[config.mk]
export PLATFORM = sky130hd
export DESIGN_NAME = sps_queue
export DESIGN_NICKNAME = d
export VERILOG_FILES = /design/src/hdl/sps_pkg.sv /design/src/hdl/sps_queue.sv
export SDC_FILE = /design/constraint.sdc
export NUM_CORES = 1
export LEC_CHECK = 0
export BUFFER_PORTS_ARGS = -buffer_cell sky130_fd_sc_hd__buf_2
export CORE_MARGIN = 2
export CORE_UTILIZATION = 25
export DETAILED_ROUTE_END_ITERATION = 16
export PLACE_DENSITY = 0.5
export SLEW_MARGIN = 20
export SYNTH_ARGS = -nofsm -noshare
export SYNTH_HDL_FRONTEND = slang
export SYNTH_SLANG_ARGS = --single-unit
[constraint.sdc]
create_clock -name i_clk -period 5.8 [get_ports i_clk]
set_clock_uncertainty 0.2 [all_clocks]
set_input_delay 1.16 -clock i_clk [delete_from_list [all_inputs] [get_ports i_clk]]
set_output_delay 1.16 -clock i_clk [all_outputs]
set_load 0.01 [all_outputs]
[src/hdl/sps_pkg.sv]
// Shared constants, types and register codes for the sphere point sampler.
package sps_pkg;

    localparam int FRAC_BITS_DEF   = 30;
    localparam int QUEUE_DEPTH_DEF = 4;

    localparam int GEN_W  = 31;
    localparam int COORD_W = 32;
    localparam int ADDR_W = 3;
    localparam int DATA_W = 32;

    localparam logic [14:0]      LEHMER_MUL = 15'd16807;
    localparam logic [GEN_W-1:0] LEHMER_MOD = 31'h7FFF_FFFF;

    localparam logic [GEN_W-1:0] SEED_FIRST_RST  = 31'd1;
    localparam logic [GEN_W-1:0] SEED_SECOND_RST = 31'd2;

    // Register index, taken from paddr[2]
    localparam logic REG_SEED_FIRST  = 1'b0;
    localparam logic REG_SEED_SECOND = 1'b1;

    typedef struct packed {
        logic             wr_first;
        logic             wr_second;
        logic [GEN_W-1:0] data;
    } t_cfg_wr;

    typedef struct packed {
        logic [GEN_W-1:0] gen_first;
        logic [GEN_W-1:0] gen_second;
    } t_cand;

endpackage

[src/hdl/sps_queue.sv]
// Short candidate queue between the front end and the back end.
module sps_queue #(
    parameter int DEPTH = sps_pkg::QUEUE_DEPTH_DEF
) (
    input  logic            i_clk,
    input  logic            i_rst_n,
    input  logic            i_push,
    input  sps_pkg::t_cand  i_cand,
    output logic            o_full,
    input  logic            i_pop,
    output logic            o_valid,
    output sps_pkg::t_cand  o_cand
);

    localparam int PTR_W = (DEPTH > 1) ? $clog2(DEPTH) : 1;
    localparam int CNT_W = $clog2(DEPTH + 1);

    sps_pkg::t_cand   r_mem [DEPTH];
    logic [PTR_W-1:0] r_wr, r_rd;
    logic [CNT_W-1:0] r_cnt;

    assign o_full  = (r_cnt == CNT_W'(DEPTH));
    assign o_valid = (r_cnt != '0);
    assign o_cand  = r_mem[r_rd];

    always_ff @(posedge i_clk) begin
        if (i_push) begin
            r_mem[r_wr] <= i_cand;
        end
    end

    always_ff @(posedge i_clk) begin
        if (!i_rst_n) begin
            r_wr  <= '0;
            r_rd  <= '0;
            r_cnt <= '0;
        end else begin
            if (i_push) begin
                r_wr <= (r_wr == PTR_W'(DEPTH - 1)) ? '0 : r_wr + 1'b1;
            end
            if (i_pop) begin
                r_rd <= (r_rd == PTR_W'(DEPTH - 1)) ? '0 : r_rd + 1'b1;
            end
            if (i_push && !i_pop) begin
                r_cnt <= r_cnt + 1'b1;
            end else if (i_pop && !i_push) begin
                r_cnt <= r_cnt - 1'b1;
            end
        end
    end

`ifndef SYNTHESIS
    a_no_overflow: assert property (@(posedge i_clk) disable iff (!i_rst_n)
        !(i_push && o_full))
        else $error("queue written while full");
    a_no_underflow: assert property (@(posedge i_clk) disable iff (!i_rst_n)
        !(i_pop && !o_valid))
        else $error("queue read while empty");
    a_count_bound: assert property (@(posedge i_clk) disable iff (!i_rst_n)
        r_cnt <= CNT_W'(DEPTH))
        else $error("queue count beyond depth");
`endif

endmodule

==> results.yml, run 1 <==
clock_network:
  root_buffer: "clkbuf_16"
  postCtsHoldBufs: 0
  cts.clk_slew.worst_paths_ps: 60
  clock_sinks: 257
  cts_buffers: 28
  cts_tree: "done"
  cts_setup_buffers: 0
  insertion_delay_ps: 540
  cts_repair_resize_count: 0
  cts-htree-levels: 1
  clk_path_buf_depth: 3
timing:
  hold_violations: 0
  final.setup.tns_ps: 0
  report.final.setup_viol: 0
  final.period_utilization_pct: 66.1
  rsz0062_at_grt: "no"
  drv_slew: 0
  max-slew-margin-rel_pct: 32.0
  fin_crit_ps: 3830
  fmax_ghz: 0.261
  setup_ws_ps: 1970
  tightest_slew_ps: 1020
yosys:
  yosys.area.top_type: "edfxtp_1"
  synth_fp_nets: 441
  synth_flop_cell: "edfxtp_1"
  ys_ff_latch: 257
  synth-async-reset-ratio_pct: 0
  postSynthAreaPerCell_um2: 25.7
  synth-seq-area-share_pct: 80.5
  synth_top_area_share_pct: 78.6
  synth_cells: 368
  synth-edff-count: 248
  synthDistinctLibCells: 23
  yosysWarnings: 0
  synth.cell_area_um2: 9480
  synth.area.top_cells: "edfxtp_1 (79%), mux4_2 (14%), dfxtp_1 (1.9%)"
worst_setup_path:
  crit_fanout: 32
  crit_path_cell_trace: "buf_12 -> mux4_2 -> buf_2"
  critPathCapture: "o_cand[26]"
  endpoint_kind: "output port"
  regToRegStartpoint: "r_wr[0]"
  reg2regPathDepth: 2
  arrival_ps: 2470
  r2r_slack_ps: 3730
  max_stage_delay_ps: 780
  start_kind: "flip-flop"
  path_class: "reg2out"
  cpMaxStageDelayCell: "dfxtp_4"
  reg2reg_to: "r_mem[3][47]"
  required_ps: 4440
die:
  start_util_pct: 25.3
  core_um2: 37500
  die_h_um: 199
  dieWidth_um: 199
  io_pins: 130
  fp-row-count: 71
  dieArea_um2: 39500
route:
  drtIter0Drc: 104
  wire_per_inst_um: 17.5
  vias: 4179
  drt_wl_total_um: 18300
  ant_nets: 0
  via_per_inst: 3.98
  drcViolationCount: 0
  drt_pass1_iterations: 4
cells_and_area:
  drive_gt1_share_pct: 45.4
  nets: 589
  syn2layout_area_growth_pct: 23.3
  antenna_cells: 0
power_and_ir_drop:
  p_leak_nw: 3.85
  power_density_nw_per_um2: 375
  total_power_w: 0.00437
  ir_drop_mv: 0.233
place:
  dpl.hpwl_um: 10600
  post-place-ws_ps: 2410
  gp_congestion: 0.649
  port_buffers: 129
global_route:
  grt_max_degree: 63
  grt.overflow.total: 0
  antenna_found_initial: 1
  grt_pass1_wl_um: 27500
  grt_pass1_vias: 4659
  grtUsageTotal_pct: 9.35
flow_run:
  drv_cap: 0
min_path:
  hold_path.class: "reg2reg"
status:
  status: "complete, no violations"
-- synthesized netlist by cell type, drive strengths merged (2+ instances only) --
cell	instances
edfxtp	248
mux4	62
buf	13
dfxtp	9
ha	6
and2	5
nor2b	5
inv	4
mux2i	4
or3	2
-- cell usage in the layout (no fill, tap or decap), drive strengths merged --
master	synthesis	layout
ha	6	6
nor3b	1	1
nor3	1	1
or3	2	2
a21boi	1	1
edfxtp	248	248
and2	5	5
inv	4	4
xnor2	1	1
nor2	1	1
dfxtp	9	9
bufinv	0	6
mux2i	4	4
xor2	1	1
mux4	62	62
clkbuf	1	30
o21ai	1	1
buf	13	132
nor2b	5	5
clkinv	0	11
fa	1	1
clkinvlp	0	5
o21a	1	1
-- through the flow --
stage	std cells	area, µm²	util (%)	hold WS (ps)
after global placement	995	10600	28.4	277
after CTS	1047	11600	31.0	317
after detailed placement	995	10600	28.4	309
after global routing	1049	11700	31.2	375
final	1049	11700	31.2	311
after floorplan	368	9480	-	267
-- layer usage --
metal  up-vias  GRT usage (%)  wire length (µm)
li1       1869              -                 -
met3        32           2.00               893
met4         0           3.29               448
met2        92           16.3              9420
met1      2186           11.5              7550
met5         -              0                 0
-- cell type report --
cell class                 count  area (µm²)
clock buffer                  30         729
clock inverter                22         270
fill                        3649       25800
inverter                       4        15.0
multi-input combinational     93        1680
sequential                   257        7630
tap                          511         639
timing repair buffer         132         713
-- worst min path at each step --
stage          startpoint       end  cells past startpoint
5_1_grt          r_cnt[2]  r_cnt[2]                      2
4_1_cts          r_cnt[2]  r_cnt[2]                      2
3_3_place_gp     r_cnt[2]  r_cnt[2]                      2
2_1_floorplan    r_cnt[2]  r_cnt[2]                      2
3_5_place_dp     r_cnt[2]  r_cnt[2]                      2
6_report         r_cnt[2]  r_cnt[2]                      2
-- cells by family (layout without fill, tap and decap cells) --
logic type | Yosys count | after routing | synth area share [%]
compound gates | 3 | 3 | 0.211
xor+xnor | 2 | 2 | 0.185
fa+ha+maj | 7 | 7 | 1.00
buf+inv | 18 | 188 | 1.90
flops | 257 | 257 | 80.5
mux | 66 | 66 | 15.2
simple gates | 15 | 15 | 0.964
-- sequential cells by signal (all words and copies together) (netlist names), named ones only --
signal,cells
r_wr,2
r_cnt,3
r_rd,2
r_mem,248
-- critical path, delay by kind of cell, from the launching register on --
kind	cells	cell delay, ps
mux	1	550
flops	1	780
buf+inv	2	510
-- where the power goes --
group	switching (W)	internal, W
combinational	0.000167	0.000159
sequential	0.0000452	0.00213
clock	0.000703	0.00117
total	0.000915	0.00346
No activity file was read; power rests on OpenSTA's default activity.
==> inputs of run 2 (changes only) <==
==> constraint.sdc (replaced) <==
create_clock -name i_clk -period 3.8 [get_ports i_clk]
set_clock_uncertainty 0.2 [all_clocks]
set_input_delay 0.76 -clock i_clk [delete_from_list [all_inputs] [get_ports i_clk]]
set_output_delay 0.76 -clock i_clk [all_outputs]
set_load 0.01 [all_outputs]
==> results.yml, run 2 (same netlist as run 1, synthesis figures left out) <==
worst_setup_path:
  start_kind: "flip-flop"
  regToRegStartpoint: "r_wr[0]"
  path_class: "reg2out"
  crit_family: "flip-flops"
  reg2regPathDepth: 2
  cpMaxStageDelayCell: "dfxtp_4"
  crit_path_cell_trace: "buf_4 -> mux4_2 -> buf_2"
  max_stage_delay_ps: 610
  worst-path-buf-inv: 2
  reg2reg_to: "r_mem[1][38]"
  r2r_slack_ps: 1770
  required_ps: 2840
  endpoint_kind: "output port"
  crit_fanout: 18
  arrival_ps: 2210
timing:
  final.period_utilization_pct: 83.4
  max-slew-margin-rel_pct: 30.8
  setup_ws_ps: 629
  worst_hold_slack_ps: 233
  hold_violations: 0
  final.setup.tns_ps: 0
  fmax_ghz: 0.315
  tightest_slew_ps: 1040
  report.final.setup_viol: 0
  fin_crit_ps: 3170
  rsz0062_at_grt: "no"
  drv_slew: 0
die:
  start_util_pct: 25.3
  dieArea_um2: 39500
  core_um2: 37500
  die_h_um: 199
  fp-row-count: 71
  io_pins: 130
  dieWidth_um: 199
cells_and_area:
  drive_gt1_share_pct: 45.3
  biggestRegsByFlops: "r_mem (248), r_cnt (3)"
  nets: 593
  final_cell_area_um2: 11600
  multi_input_area_um2: 1680
  final_common_cell: "edfxtp_1"
  seq_area_um2: 7630
  antenna_cells: 0
  num-fill-cells: 3646
  largest_register_ff_count: 248
  layout.cells.most_common_list: "edfxtp_1 (248), buf_2 (129), mux4_2 (60), clkbuf_16 (29), clkinv_2 (10)"
  syn2layout_area_growth_pct: 22.5
  fin_cells: 1052
  top_register: "r_mem"
global_route:
  grt.overflow.total: 0
  antenna_found_initial: 3
  grtUsageTotal_pct: 9.72
  grt_pass1_vias: 4717
  grt_max_degree: 63
  grt_pass1_wl_um: 28300
clock_network:
  cts_buffers: 28
  clock_sinks: 257
  cts.clk_slew.worst_paths_ps: 60
  cts_setup_buffers: 0
  insertion_delay_ps: 540
  clk_path_buf_depth: 3
  root_buffer: "clkbuf_16"
  cts_tree: "done"
  cts_repair_resize_count: 0
  postCtsHoldBufs: 0
  cts-htree-levels: 1
min_path:
  min_from: "i_cand[12]"
  holdPathEnd: "r_mem[0][12]"
  min_path_cells: 1
  hold_path.class: "in2reg"
place:
  place_inst: 998
  port_buffers: 129
  dpl.hpwl_um: 11100
  gp_congestion: 0.659
  placed_area_um2: 10700
  post-place-ws_ps: 1100
route:
  route.met2.wl_um: 9660
  top_layer: "met5"
  via_per_inst: 4.04
  drt_wl_total_um: 19200
  wl_met3_um: 999
  vias: 4250
  drtIter0Drc: 209
  wire_per_inst_um: 18.2
  drt_pass1_iterations: 4
  ant_nets: 0
  drt-met1-wl_um: 8070
  drcViolationCount: 0
status:
  status: "complete, no violations"
power_and_ir_drop:
  p_leak_nw: 3.84
  power_density_nw_per_um2: 547
  ir_drop_mv: 0.278
flow_run:
  drv_cap: 0
==> run 2: changes by cell type in the layout (fill, tap and decap cells not counted) <==
| cell | change |
|---|---|
| buf_12 | +2 |
| buf_4 | +2 |
| bufinv_16 | -5 |
| clkbuf_1 | +3 |
| clkinv_1 | -1 |
| clkinv_2 | +5 |
| clkinv_8 | +1 |
| clkinvlp_4 | -4 |
==> run 2: through the flow <==
stage          utilization, %  power (W)
2_1_floorplan               -    0.00366
3_3_place_gp             28.5    0.00387
3_5_place_dp             28.5    0.00390
4_1_cts                  30.8    0.00646
5_1_grt                  31.0    0.00662
6_report                 31.0    0.00635
==> run 2: final cells by class <==
class | instances | area share (%)
Sequential cell | 257 | 65.8
Tap cell | 511 | 5.51
Clock inverter | 18 | 1.10
Multi-Input combinational cell | 93 | 14.5
Timing Repair Buffer | 136 | 6.62
Clock buffer | 33 | 6.38
Inverter | 4 | 0.129
==> run 2: how the worst max path moves through the flow <==
stage | from | end | slack [ps] | cells past startpoint
global route | flip-flop | o_cand[6] | 440 | 3
floorplan | i_push | r_mem[0][0] | 950 | 1
global placement | flip-flop | o_cand[0] | 1140 | 3
finish | flip-flop | o_cand[0] | 630 | 3
CTS | flip-flop | o_cand[0] | 490 | 3
detailed placement | flip-flop | o_cand[0] | 1100 | 3
==> run 2: worst register-to-register path, cell delays in order, from the launching register on <==
cell,delay [ps]
dfxtp_1,410
ha_1,170
and2_4,830
==> run 2: report_power, final <==
part / leakage (nW) / switching, W / internal [W]
sequential: 2.35 / 0.0000552 / 0.00325
clock: 0.433 / 0.00106 / 0.00146
combinational: 1.05 / 0.000277 / 0.000246
total: 3.84 / 0.00140 / 0.00495
==> run 2: metal layers <==
layer  up-vias  GRT usage, %
li1       1882             -
met4         4          3.29
met1      2239          11.9
met5         -             0
met2        91          16.6
met3        34          2.56
==> inputs of run 3 (changes only) <==
--- a/config.mk
+++ b/config.mk
@@ -9,7 +9,7 @@
 export CORE_MARGIN = 2
 export CORE_UTILIZATION = 25
 export DETAILED_ROUTE_END_ITERATION = 16
-export PLACE_DENSITY = 0.5
+export PLACE_DENSITY = 0.52
 export SLEW_MARGIN = 20
 export SYNTH_ARGS = -nofsm -noshare
 export SYNTH_HDL_FRONTEND = slang
==> constraint.sdc (replaced) <==
create_clock -name i_clk -period 2.6 [get_ports i_clk]
set_clock_uncertainty 0.2 [all_clocks]
set_input_delay 0.52 -clock i_clk [delete_from_list [all_inputs] [get_ports i_clk]]
set_output_delay 0.52 -clock i_clk [all_outputs]
set_load 0.01 [all_outputs]
==> results.yml, run 3 (same netlist as run 1, synthesis figures left out) <==
timing:
  fin_crit_ps: 2640
  fmax_ghz: 0.378
  rsz0062_at_grt: "yes"
  drv_slew: 0
  tightest_slew_ps: 444
  report.final.setup_viol: 57
  max-slew-margin-rel_pct: 70.4
  final.period_utilization_pct: 102
  hold_violations: 0
  setup_ws_ps: -43.1
place:
  dpl.hpwl_um: 10900
  place_inst: 1003
  port_buffers: 129
  gp_congestion: 0.727
worst_setup_path:
  arrival_ps: 1920
  r2r_slack_ps: 830
  endpoint_kind: "output port"
  required_ps: 1880
  regToRegStartpoint: "r_cnt[0]"
  crit_fanout: 7
  start_kind: "flip-flop"
  path_class: "reg2out"
  reg2reg_to: "r_cnt[2]"
  reg2regPathDepth: 4
cells_and_area:
  nets: 667
  layout.cells.most_common_list: "edfxtp_1 (248), buf_2 (80), mux4_2 (62), dlygate4sd3_1 (62), buf_6 (50)"
  drive_gt1_share_pct: 41.2
  biggestRegsByFlops: "r_mem (248), r_cnt (3)"
  final_common_cell: "edfxtp_1"
  largest_register_ff_count: 248
  top_register: "r_mem"
  fin_cells: 1126
  syn2layout_area_growth_pct: 35.0
  post-route-util_pct: 34.1
route:
  vias: 4593
  drt_pass1_iterations: 4
  drtIter0Drc: 260
  drt_wl_total_um: 20600
  drcViolationCount: 0
  via_per_inst: 4.08
  ant_nets: 0
  wire_per_inst_um: 18.3
global_route:
  grt_pass1_vias: 5063
  grt_max_degree: 63
  grt_pass1_wl_um: 30500
  antenna_found_initial: 1
  grt_util_met3_pct: 2.29
  grtUsageMet1_pct: 13.2
  grtUsageTotal_pct: 10.5
  globalRoute.busiestLayer: "met2"
  grt.overflow.total: 0
  grt_use_met2_pct: 17.9
status:
  status: "complete, but fails checks"
  violations: "setup timing"
power_and_ir_drop:
  switching_power_w: 0.00210
  power_density_nw_per_um2: 747
  clkPwrFrac_pct: 38.4
  internal-power_w: 0.00747
  ir_drop_mv: 0.452
  seqPwrFrac_pct: 50.2
  p_leak_nw: 4.30
  switching_share_pct: 21.9
  p_comb_share_pct: 11.5
clock_network:
  clk_path_buf_depth: 3
  cts_buffers: 28
  cts.clk_slew.worst_paths_ps: 60
  cts-htree-levels: 1
  insertion_delay_ps: 550
  cts_tree: "done"
  root_buffer: "clkbuf_16"
  clock_sinks: 257
min_path:
  min_from: "i_rst_n"
  hold_path.class: "in2reg"
  min_path_cells: 2
  holdPathEnd: "r_cnt[0]"
die:
  io_pins: 130
  fp-row-count: 71
  start_util_pct: 25.3
  die_h_um: 199
  dieWidth_um: 199
  core_um2: 37500
  dieArea_um2: 39500
flow_run:
  drv_cap: 0
-- run 3: cell count changes in the layout (fill, tap and decap cells not counted), moves of 2 or more --
cell,before,now
dlygate4sd3_1,0,62
buf_6,0,50
buf_2,129,80
buf_16,1,8
clkinv_2,10,4
buf_12,4,7
clkinv_1,4,7
buf_8,0,2
clkbuf_1,4,6
mux4_1,2,0
mux4_2,60,62
-- run 3: final cells by class --
| cell class | count | area [µm²] |
|---|---|---|
| antenna | 1 | 2.50 |
| clock buffer | 35 | 748 |
| clock inverter | 15 | 104 |
| fill | 3568 | 24700 |
| inverter | 4 | 15.0 |
| multi-input combinational | 93 | 1670 |
| sequential | 257 | 7630 |
| tap | 511 | 639 |
| timing repair buffer | 210 | 1980 |
-- run 3: critical path: stages, from the launching register on --
cell and delay, ps:
dfxtp_4 400, buf_8 140, buf_16 150, mux4_2 530, buf_6 140
-- run 3: stage by stage --
step	power [W]	area [µm²]	TNS (ps)	setup slack, ps	hold WS [ps]
after CTS	0.00969	12700	-4490	-98.6	36.3
after global routing	0.00996	12800	-6670	-131	65.3
after detailed placement	0.00571	10800	0	271	336
after floorplan	0.00535	9480	0	601	267
after global placement	0.00568	10800	0	427	282
final	0.00956	12800	-1120	-43.1	74.6
-- run 3: repair_timing --
action	CTS	global route
setup endpoints to repair	62	62
pin swaps	0	0
resized for setup	45	21
hold buffers	62	0
hold endpoints to repair	248	0
gates cloned	6	0
setup buffers	6	0
-- run 3: worst max path at each step --
stage	to	slack, ps	start	cells after the start
CTS	o_cand[2]	-100	flip-flop	4
global placement	r_cnt[2]	430	i_pop	8
floorplan	r_cnt[2]	600	i_pop	7
global route	o_cand[2]	-130	flip-flop	4
detailed placement	r_cnt[2]	270	i_push	7
finish	o_cand[13]	-40	flip-flop	4
-- run 3: layer usage --
metal	share of wire, %	vias to the layer above
met4	2.2	0
met3	4.7	33
li1	-	2030
met2	49	114
met5	0	-
met1	44	2416
-- run 3: power groups by stage --
stage / Clock [W] / Sequential [W] / Combinational (W)
floorplan: 0 / 0.00486 / 0.000482
global placement: 0 / 0.00487 / 0.000806
detailed placement: 0 / 0.00489 / 0.000828
CTS: 0.00382 / 0.00480 / 0.00108
global route: 0.00396 / 0.00481 / 0.00118
finish: 0.00367 / 0.00480 / 0.00110
