[src/hdl/sps_pkg.sv]
// Shared constants, types and register codes for the sphere point sampler.
package sps_pkg;

    localparam int FRAC_BITS_DEF   = 30;
    localparam int QUEUE_DEPTH_DEF = 4;

    localparam int GEN_W  = 31;
    localparam int COORD_W = 32;
    localparam int ADDR_W = 3;
    localparam int DATA_W = 32;

    localparam logic [14:0]      LEHMER_MUL = 15'd16807;
    localparam logic [GEN_W-1:0] LEHMER_MOD = 31'h7FFF_FFFF;

    localparam logic [GEN_W-1:0] SEED_FIRST_RST  = 31'd1;
    localparam logic [GEN_W-1:0] SEED_SECOND_RST = 31'd2;

    // Register index, taken from paddr[2]
    localparam logic REG_SEED_FIRST  = 1'b0;
    localparam logic REG_SEED_SECOND = 1'b1;

    typedef struct packed {
        logic             wr_first;
        logic             wr_second;
        logic [GEN_W-1:0] data;
    } t_cfg_wr;

    typedef struct packed {
        logic [GEN_W-1:0] gen_first;
        logic [GEN_W-1:0] gen_second;
    } t_cand;

endpackage

[src/hdl/sps_front.sv]
// Front end: seed registers, the two Lehmer generators and draw intake.
module sps_front (
    input  logic                       i_clk,
    input  logic                       i_rst_n,
    input  sps_pkg::t_cfg_wr           i_cfg,
    input  logic                       i_valid,
    input  logic                       i_draw,
    output logic                       o_stall,
    input  logic                       i_q_full,
    output logic                       o_push,
    output sps_pkg::t_cand             o_cand,
    output logic [sps_pkg::GEN_W-1:0]  o_seed_first,
    output logic [sps_pkg::GEN_W-1:0]  o_seed_second
);

    // z * 16807 mod 2^31-1: fold the high part onto the low part, one correction
    function automatic logic [sps_pkg::GEN_W-1:0] lehmer_next(
        input logic [sps_pkg::GEN_W-1:0] z
    );
        logic [45:0] p;
        logic [31:0] s;
        p = 46'(z) * 46'(sps_pkg::LEHMER_MUL);
        s = 32'(p[30:0]) + 32'(p[45:31]);
        if (s >= 32'(sps_pkg::LEHMER_MOD)) begin
            s = s - 32'(sps_pkg::LEHMER_MOD);
        end
        return s[30:0];
    endfunction

    logic [sps_pkg::GEN_W-1:0] r_seed_first, r_seed_second;
    logic [sps_pkg::GEN_W-1:0] r_gen_first, r_gen_second;
    logic [sps_pkg::GEN_W-1:0] n_gen_first, n_gen_second;

    assign n_gen_first  = lehmer_next(r_gen_first);
    assign n_gen_second = lehmer_next(r_gen_second);

    assign o_stall = i_q_full;
    assign o_push  = i_valid && !i_q_full && i_draw;
    assign o_cand.gen_first  = n_gen_first;
    assign o_cand.gen_second = n_gen_second;
    assign o_seed_first  = r_seed_first;
    assign o_seed_second = r_seed_second;

    always_ff @(posedge i_clk) begin
        if (!i_rst_n) begin
            r_seed_first  <= sps_pkg::SEED_FIRST_RST;
            r_seed_second <= sps_pkg::SEED_SECOND_RST;
            r_gen_first   <= sps_pkg::SEED_FIRST_RST;
            r_gen_second  <= sps_pkg::SEED_SECOND_RST;
        end else begin
            if (i_cfg.wr_first) begin
                r_seed_first <= i_cfg.data;
                r_gen_first  <= i_cfg.data;
            end else if (o_push) begin
                r_gen_first <= n_gen_first;
            end
            if (i_cfg.wr_second) begin
                r_seed_second <= i_cfg.data;
                r_gen_second  <= i_cfg.data;
            end else if (o_push) begin
                r_gen_second <= n_gen_second;
            end
        end
    end

endmodule

[config.mk]
export PLATFORM = sky130hd
export DESIGN_NAME = sps_front
export DESIGN_NICKNAME = d
export VERILOG_FILES = /design/src/hdl/sps_pkg.sv /design/src/hdl/sps_front.sv
export SDC_FILE = /design/constraint.sdc
export NUM_CORES = 1
export LEC_CHECK = 0
export BUFFER_PORTS_ARGS = -buffer_cell sky130_fd_sc_hd__buf_4
export CORE_MARGIN = 2
export CORE_UTILIZATION = 50
export CTS_CLUSTER_SIZE = 14
export DETAILED_ROUTE_END_ITERATION = 10
export MAX_ROUTING_LAYER = met4
export PLACE_DENSITY = 0.68
export SLEW_MARGIN = 30
export SYNTH_ARGS = -nofsm -noshare
export SYNTH_HDL_FRONTEND = slang
export SYNTH_SLANG_ARGS = --single-unit
[constraint.sdc]
create_clock -name i_clk -period 24.9 [get_ports i_clk]
set_input_delay 2.49 -clock i_clk [delete_from_list [all_inputs] [get_ports i_clk]]
set_output_delay 2.49 -clock i_clk [all_outputs]
set_load 0.005 [all_outputs]
==> results of run 1 <==
[critical path, delay by kind of cell, from the launching register on]
kind | cells | cell delay [ns]
flip-flops | 1 | 0.64
buffers and inverters | 6 | 0.58
adder cells (fa/ha/maj) | 8 | 3.61
XOR/XNOR | 2 | 0.50
AO/OA/AOI/OAI | 16 | 4.55
AND/OR/NAND/NOR | 6 | 1.90
[state kept, by name (all words and copies together), names as in the netlist]
signal,cells
r_gen_first,31
r_gen_second,31
o_seed_first,31
o_seed_second,31
[routing by layer]
metal,global-route usage,wire [um],vias to the layer above,part of all wire
li1,-,-,9536,-
met1,0.475,36800,10071,0.45
met2,0.513,35600,829,0.43
met3,0.0521,6250,144,0.076
met4,0.124,3330,0,0.041
met5,-,0,-,0
[cells in the final DEF, fill, tap and decap left out, types with 57 or more instances in the layout]
master and count:
a21oi_1 154, buf_4 177, dfxtp_1 124, fa_1 268
ha_1 406, inv_1 578, mux2i_1 65, nand2_1 133
nor2_1 119, nor2b_1 78, nor3_1 57, o21ai_0 74
xnor2_1 94
[path summary, 6_finish.rpt]
kind,from,endpoint,slack [ns]
setup / recovery,r_gen_first[13]$_SDFFE_PN0P_,o_cand[33],10.19
hold / removal,o_seed_second[1]$_SDFFE_PN1P_,o_seed_second[1]$_SDFFE_PN1P_,0.48
setup reg to reg,r_gen_first[13]$_SDFFE_PN0P_,r_gen_first[15]$_SDFFE_PN0P_,12.78
hold reg to reg,o_seed_second[1]$_SDFFE_PN1P_,o_seed_second[1]$_SDFFE_PN1P_,0.48
[through the flow]
stage	hold slack (ns)	util	std cells	cell area [sq um]
after CTS	0.478	0.554	3525	26400
after global placement	0.463	0.542	3493	25800
final	0.482	0.554	3526	26400
after detailed placement	0.466	0.542	3493	25800
after floorplan	0.462	-	2769	23900
after global routing	0.536	0.554	3526	26400
[final cells by class]
type | instances | area (sq um)
fillers | 4381 | 21200
multi-input cells | 1997 | 19000
diodes | 1 | 2.50
repair buffers | 177 | 1330
clock inverters | 14 | 149
inverters | 580 | 2180
well taps | 615 | 769
clock buffers | 18 | 439
flip-flops and latches | 124 | 2480
[kinds of logic after synthesis]
family	count (synthesis)	share of synthesized area
simple gates	600	0.132
mux	71	0.0300
buf+inv	648	0.103
flops	124	0.104
fa+ha+maj	674	0.436
compound gates	510	0.144
xor+xnor	142	0.0523
==> results.sh, run 1 <==
export IMPL_dp_hpwl_mm=69.4
export IMPL_synth_cells=2769
export IMPL_initial_utilization=0.504
export IMPL_root_buffer="clkbuf_16"
export IMPL_synthArstFlopShare=0
export IMPL_grt_overflow=0
export IMPL_viasPerCell=5.84
export IMPL_area_growth_pct=10.1
export IMPL_die_w_um=223
export IMPL_synth_area_leaders="fa_1, ha_1, dfxtp_1, inv_1, xnor2_1"
export IMPL_dieArea_sq_um=49700
export IMPL_cts_inserted_buffers=17
export IMPL_grt_start_max_net_pins=91
export IMPL_syn_nets=3481
export IMPL_wl_per_cell_um=23.2
export IMPL_critical_path_most_common_cell="a21oi_1"
export IMPL_ys_seq_area_frac=0.104
export IMPL_critPathSlowestCell="o41ai_2"
export IMPL_ys_types=92
export IMPL_cts_setup_buffers=0
export IMPL_clock_path_buffers=2
export IMPL_reg2reg_depth=38
export IMPL_htreeDepth=4
export IMPL_syn_avg_cell_area_sq_um=8.65
export IMPL_antenna_found_initial=3
export IMPL_drive_above_1_share=0.0866
export IMPL_required_ns=22.41
export IMPL_fmax_mhz=68.0
export IMPL_tightestPinTransition_ns=1.03
export IMPL_vias=20580
export IMPL_synth_area_sq_um=23900
export IMPL_die_height_um=223
export IMPL_criticalPathCategory="reg -> out"
export IMPL_first_iter_violations=1735
export IMPL_yosysTopAreaCell="fa_1"
export IMPL_ys_seq_elements=124
export IMPL_cp_start_kind="flip-flop"
export IMPL_synth_top_area_share=0.224
export IMPL_hold_viol_final=0
export IMPL_rsz0062_at_grt="no"
export IMPL_io_buffers=163
export IMPL_synth_top_flop_cell="dfxtp_1"
export IMPL_setup_viol=0
export IMPL_arrival_ns=12.22
export IMPL_holdCritPathClass="reg -> reg"
export IMPL_ios=164
export IMPL_drc_errors=0
export IMPL_maxCapViolations=0
export IMPL_post_cts_resized=0
export IMPL_clk_pin_slew_worst_paths_ns=0.06
export IMPL_finalCriticalPeriod_ns=14.71
export IMPL_synth_most_common_cell="inv_1"
export IMPL_tns_ns=0
export IMPL_cts_hold_buffers=0
export IMPL_final_net_count=3609
export IMPL_dr_pass1_iters=8
export IMPL_row_count=80
export IMPL_tritoncts="yes"
export IMPL_grt_usage=0.344
export IMPL_insertion_delay_ns=0.45
export IMPL_slew_headroom=0.310
export IMPL_drt_total_wl_mm=81.9
export IMPL_cts_sinks=124
export IMPL_grt_pass1_wl_mm=126
export IMPL_fin_ws_ns=10.19
export IMPL_status="complete, no violations"
export IMPL_pre_cts_slack_ns=10.78
export IMPL_grt_pass1_vias=20754
export IMPL_maxSlewViolCount=0
export IMPL_ant_nets=0
export IMPL_cp_max_fo=8
export IMPL_gp_congestion=1.02
export IMPL_critPathMaxStageDelay_ns=0.78
export IMPL_crit_path_end_kind="primary output"
export IMPL_skew_ns=0.0175
export IMPL_fin_crit_sh=0.591
export IMPL_core_area_sq_um=47500
export IMPL_worstHoldPathCells=2
export IMPL_yosys_warnings=0
export IMPL_synth_edf_count=0
export IMPL_synthTopCellsByCount="inv_1, ha_1, fa_1"
Power of run 1 is not shown: default switching activity piles up to over one toggle a cycle in this logic, so the estimate is an artifact.
==> run 2: changes to the inputs <==
Settings changed: ABC_AREA from default to 1, PLACE_DENSITY 0.68 to 0.7.
Clock period 24.9 ns to 12.9 ns, I/O delays scaled along.
==> results.sh, run 2 <==
export IMPL_htreeDepth=4
export IMPL_synth_simple_area_share=0.252
export IMPL_cp_max_fo=12
export IMPL_drt_total_wl_mm=79.3
export IMPL_ys_types=45
export IMPL_critPathSlowestCell="fa_1"
export IMPL_synthMuxAreaShare=0
export IMPL_tritoncts="yes"
export IMPL_first_iter_violations=1480
export IMPL_cts_sinks=124
export IMPL_tightestPinTransition_ns=0.799
export IMPL_die_height_um=229
export IMPL_seqCellArea_sq_um=2480
export IMPL_tns_ns=0
export IMPL_r2r_end="r_gen_first[12]$_SDFFE_PN0P_"
export IMPL_synth_cells=3631
export IMPL_post_cts_resized=0
export IMPL_ys_seq_area_frac=0.0982
export IMPL_yosysTopAreaCell="fa_1"
export IMPL_ios=164
export IMPL_fin_cells=4466
export IMPL_initial_utilization=0.505
export IMPL_critical_path_most_common_cell="inv_1"
export IMPL_worstHoldPathCells=2
export IMPL_grt_usage=0.318
export IMPL_crit_start="r_gen_first[8]$_SDFFE_PN0P_"
export IMPL_core_area_sq_um=50100
export IMPL_synth_edf_count=0
export IMPL_dp_hpwl_mm=68.0
export IMPL_synth_area_sq_um=25300
export IMPL_r2r_slack_ns=3.18
export IMPL_arrival_ns=10.11
export IMPL_holdCritPathClass="reg -> reg"
export IMPL_critPathMaxStageDelay_ns=0.57
export IMPL_final_core_util=0.556
export IMPL_dr_pass1_iters=6
export IMPL_status="complete, no violations"
export IMPL_maxCapViolations=0
export IMPL_cp_start_kind="flip-flop"
export IMPL_skew_ns=0.0137
export IMPL_cts_hold_buffers=0
export IMPL_multi_input_area_sq_um=19200
export IMPL_cts_setup_buffers=0
export IMPL_io_buffers=163
export IMPL_crit_family="adder cells"
export IMPL_die_w_um=229
export IMPL_syn_nets=4343
export IMPL_clock_path_buffers=2
export IMPL_reg2reg_depth=48
export IMPL_synth_top_area_share=0.212
export IMPL_grt_pass1_wl_mm=125
export IMPL_vias=23237
export IMPL_fmax_mhz=87.7
export IMPL_synth_most_common_cell="nand2_1"
export IMPL_row_count=82
export IMPL_synth_adder_area_share=0.413
export IMPL_hold_viol_final=0
export IMPL_maxSlewViolCount=0
export IMPL_viasPerCell=5.20
export IMPL_hold_path_startpoint="o_seed_first[12]$_SDFFE_PN0P_"
export IMPL_synth_top_flop_cell="dfxtp_1"
export IMPL_nFillCells=4986
export IMPL_crit_path_end_kind="primary output"
export IMPL_grt_overflow=0
export IMPL_synth_top_family_by_area="adder cells"
export IMPL_synth_compound_area_share=0.0703
export IMPL_placed_cells=4430
export IMPL_required_ns=11.61
export IMPL_final_common_cell="nand2_1"
export IMPL_fin_crit_sh=0.884
export IMPL_clk_pin_slew_worst_paths_ns=0.07
export IMPL_insertion_delay_ns=0.47
export IMPL_grt_pass1_vias=22977
export IMPL_slew_headroom=0.467
export IMPL_wl_per_cell_um=17.7
export IMPL_root_buffer="clkbuf_16"
export IMPL_drive_above_1_share=0.0763
export IMPL_whs_endpoint="o_seed_first[12]$_SDFFE_PN0P_"
export IMPL_ys_seq_elements=124
export IMPL_dieArea_sq_um=52400
export IMPL_ant_nets=0
export IMPL_drc_errors=0
export IMPL_finalCriticalPeriod_ns=11.40
export IMPL_grt_start_max_net_pins=84
export IMPL_syn_avg_cell_area_sq_um=6.96
export IMPL_synthTopCellsByCount="nand2_1, inv_1, ha_1"
export IMPL_antenna_found_initial=4
export IMPL_area_growth_pct=10.2
export IMPL_gp_congestion=1.03
export IMPL_crit_buf_inv=11
export IMPL_cts_inserted_buffers=17
export IMPL_final_cell_mix="nand2_1, inv_1, ha_1"
export IMPL_synth_area_leaders="fa_1, ha_1, nand2_1, inv_1, dfxtp_1"
export IMPL_rsz0062_at_grt="no"
export IMPL_final_net_count=4489
export IMPL_setup_viol=0
export IMPL_timing_rr_start="r_gen_first[8]$_SDFFE_PN0P_"
export IMPL_yosys_warnings=0
export IMPL_synthXorXnorAreaFrac=0.0249
export IMPL_criticalPathCategory="reg -> out"
export IMPL_timing_hold_ws_ns=0.463
export IMPL_synthArstFlopShare=0
## run 2: worst max path at each step
stage / to / slack (ns) / cells after the start
3_5_place_dp: o_cand[60] / 2.07 / 46
2_1_floorplan: o_cand[44] / 3.78 / 44
4_1_cts: o_cand[60] / 1.53 / 46
3_3_place_gp: o_cand[60] / 2.01 / 46
6_report: o_cand[60] / 1.50 / 48
5_1_grt: o_cand[60] / 0.74 / 48
## run 2: cell families (layout without fill, tap and decap cells)
kind of cell	count (synthesis)	in the layout
and+or+nand+nor	1483	1483
buffers and inverters	944	1103
adders and majority gates	674	674
AOI/OAI and AO/OA	334	334
DFF	124	124
xor gates and xnor gates	72	72
other	0	4
## run 2: cell type report
cell class	count	share of cell area
clock buffers	19	0.0163
repair buffers	170	0.0459
well taps	672	0.0302
clock inverters	13	0.00638
diodes	4	0.000359
flip-flops and latches	124	0.0891
multi-input cells	2563	0.690
inverters	901	0.121
## run 2: worst min-delay path, cell delays in order (launching register included)
cell	delay, ns
dfxtp_1	0.31
nand2_1	0.06
a21oi_1	0.05
## run 2: per-layer routing
| layer | routed length, um | vias up | GRT usage | share of wire |
|---|---|---|---|---|
| li1 | - | 11490 | - | - |
| met1 | 33400 | 11018 | 0.383 | 0.42 |
| met2 | 39400 | 599 | 0.547 | 0.50 |
| met3 | 3460 | 130 | 0.0359 | 0.044 |
| met4 | 2950 | 0 | 0.119 | 0.037 |
| met5 | 0 | - | - | 0 |
## run 2: stage by stage
stage / area [sq um] / setup WS [ns]
after detailed placement: 27200 / 2.07
after global placement: 27200 / 2.01
final: 27900 / 1.50
after floorplan: 25300 / 3.78
after CTS: 27800 / 1.53
after global routing: 27900 / 0.744
Power of run 2 is left out for the same reason.
==> run 3: changes to the inputs <==
Settings changed: REMOVE_ABC_BUFFERS from default to 1.
==> results.sh, run 3 (same netlist as run 2, synthesis figures left out) <==
export IMPL_ant_nets=0
export IMPL_clk_pin_slew_worst_paths_ns=0.06
export IMPL_slew_headroom=0.441
export IMPL_skew_ns=0.0128
export IMPL_cp_max_fo=12
export IMPL_maxCapViolations=0
export IMPL_row_count=82
export IMPL_cts_setup_buffers=0
export IMPL_arrival_ns=10.23
export IMPL_viasPerCell=5.13
export IMPL_topRoutingLayerUsed="met4"
export IMPL_final_net_count=4487
export IMPL_hold_viol_final=0
export IMPL_tritoncts="yes"
export IMPL_wl_met1_mm=32.0
export IMPL_crit_path_end_kind="primary output"
export IMPL_rsz0062_at_grt="no"
export IMPL_grt_start_max_net_pins=74
export IMPL_first_iter_violations=1219
export IMPL_cts_inserted_buffers=17
export IMPL_root_buffer="clkbuf_16"
export IMPL_clock_path_buffers=2
export IMPL_grt_overflow=0
export IMPL_core_area_sq_um=50100
export IMPL_critPathSlowestCell="fa_1"
export IMPL_reg2reg_depth=47
export IMPL_finalCriticalPeriod_ns=11.52
export IMPL_required_ns=11.61
export IMPL_insertion_delay_ns=0.44
export IMPL_final_common_cell="nand2_1"
export IMPL_final_cell_mix="nand2_1, inv_1, ha_1"
export IMPL_dr_pass1_iters=6
export IMPL_cts_sinks=124
export IMPL_die_w_um=229
export IMPL_antenna_found_initial=0
export IMPL_post_cts_resized=0
export IMPL_wl_per_cell_um=16.9
export IMPL_vias=22866
export IMPL_crit_buf_inv=10
export IMPL_grt_usage=0.300
export IMPL_drc_errors=0
export IMPL_drt_total_wl_mm=75.2
export IMPL_setup_viol=0
export IMPL_gp_congestion=0.997
export IMPL_fmax_mhz=86.8
export IMPL_dp_hpwl_mm=65.4
export IMPL_criticalPathCategory="reg -> out"
export IMPL_route_met2_wl_mm=37.5
export IMPL_critical_path_most_common_cell="nand2_1"
export IMPL_dieArea_sq_um=52400
export IMPL_worstSetupPathDepth=47
export IMPL_holdCritPathClass="reg -> reg"
export IMPL_tightestPinTransition_ns=0.838
export IMPL_r2r_slack_ns=2.96
export IMPL_crit_family="adder cells"
export IMPL_htreeDepth=4
export IMPL_cp_start_kind="flip-flop"
export IMPL_critPathMaxStageDelay_ns=0.56
export IMPL_cts_hold_buffers=0
export IMPL_wl_met3_mm=2.65
export IMPL_fin_crit_sh=0.893
export IMPL_grt_pass1_wl_mm=120
export IMPL_io_buffers=163
export IMPL_initial_utilization=0.505
export IMPL_status="complete, no violations"
export IMPL_worstHoldPathCells=2
export IMPL_ios=164
export IMPL_grt_pass1_vias=22676
export IMPL_die_height_um=229
export IMPL_tns_ns=0
export IMPL_diodes=0
export IMPL_drive_above_1_share=0.0755
export IMPL_maxSlewViolCount=0
export IMPL_area_growth_pct=9.97
-- run 3: worst paths after layout --
| path | startpoint | endpoint |
|---|---|---|
| max | r_gen_first[16]$_SDFFE_PN0P_ | o_cand[43] |
| min | o_seed_first[0]$_SDFFE_PN1P_ | o_seed_first[0]$_SDFFE_PN1P_ |
| max reg2reg | r_gen_first[16]$_SDFFE_PN0P_ | r_gen_first[17]$_SDFFE_PN0P_ |
| min reg2reg | o_seed_first[0]$_SDFFE_PN1P_ | o_seed_first[0]$_SDFFE_PN1P_ |
-- run 3: stage by stage --
| stage | setup slack [ns] | instances | hold WS, ns | cell area [sq um] | utilization |
|---|---|---|---|---|---|
| 3_3_place_gp | 1.93 | 4428 | 0.442 | 27200 | 0.543 |
| 6_report | 1.38 | 4459 | 0.460 | 27800 | 0.555 |
| 3_5_place_dp | 1.92 | 4428 | 0.450 | 27200 | 0.543 |
| 5_1_grt | 0.741 | 4459 | 0.482 | 27800 | 0.555 |
| 4_1_cts | 1.40 | 4459 | 0.461 | 27800 | 0.555 |
| 2_1_floorplan | 3.77 | 3588 | 0.448 | 25100 | - |
-- run 3: per-layer routing --
layer | vias to the layer above | GRT usage
li1 | 11464 | -
met1 | 10714 | 0.367
met2 | 550 | 0.518
met3 | 138 | 0.0197
met4 | 0 | 0.119
met5 | - | -
-- run 3: cell type report --
| cell class | count | area [sq um] |
|---|---|---|
| clock buffers | 20 | 457 |
| clock inverters | 11 | 144 |
| fillers | 4999 | 22300 |
| inverters | 901 | 3380 |
| multi-input cells | 2563 | 19200 |
| flip-flops and latches | 124 | 2480 |
| well taps | 672 | 841 |
| repair buffers | 168 | 1260 |
-- run 3: worst reg2reg max path: cells and delay by family (launching register included) --
kind	cells	cell delay, ns
AOI/OAI and AO/OA	8	1.58
xor gates and xnor gates	1	0.37
adders and majority gates	8	3.60
buffers and inverters	9	0.70
DFF	1	0.52
and+or+nand+nor	21	3.00
Power of run 3 is left out for the same reason.
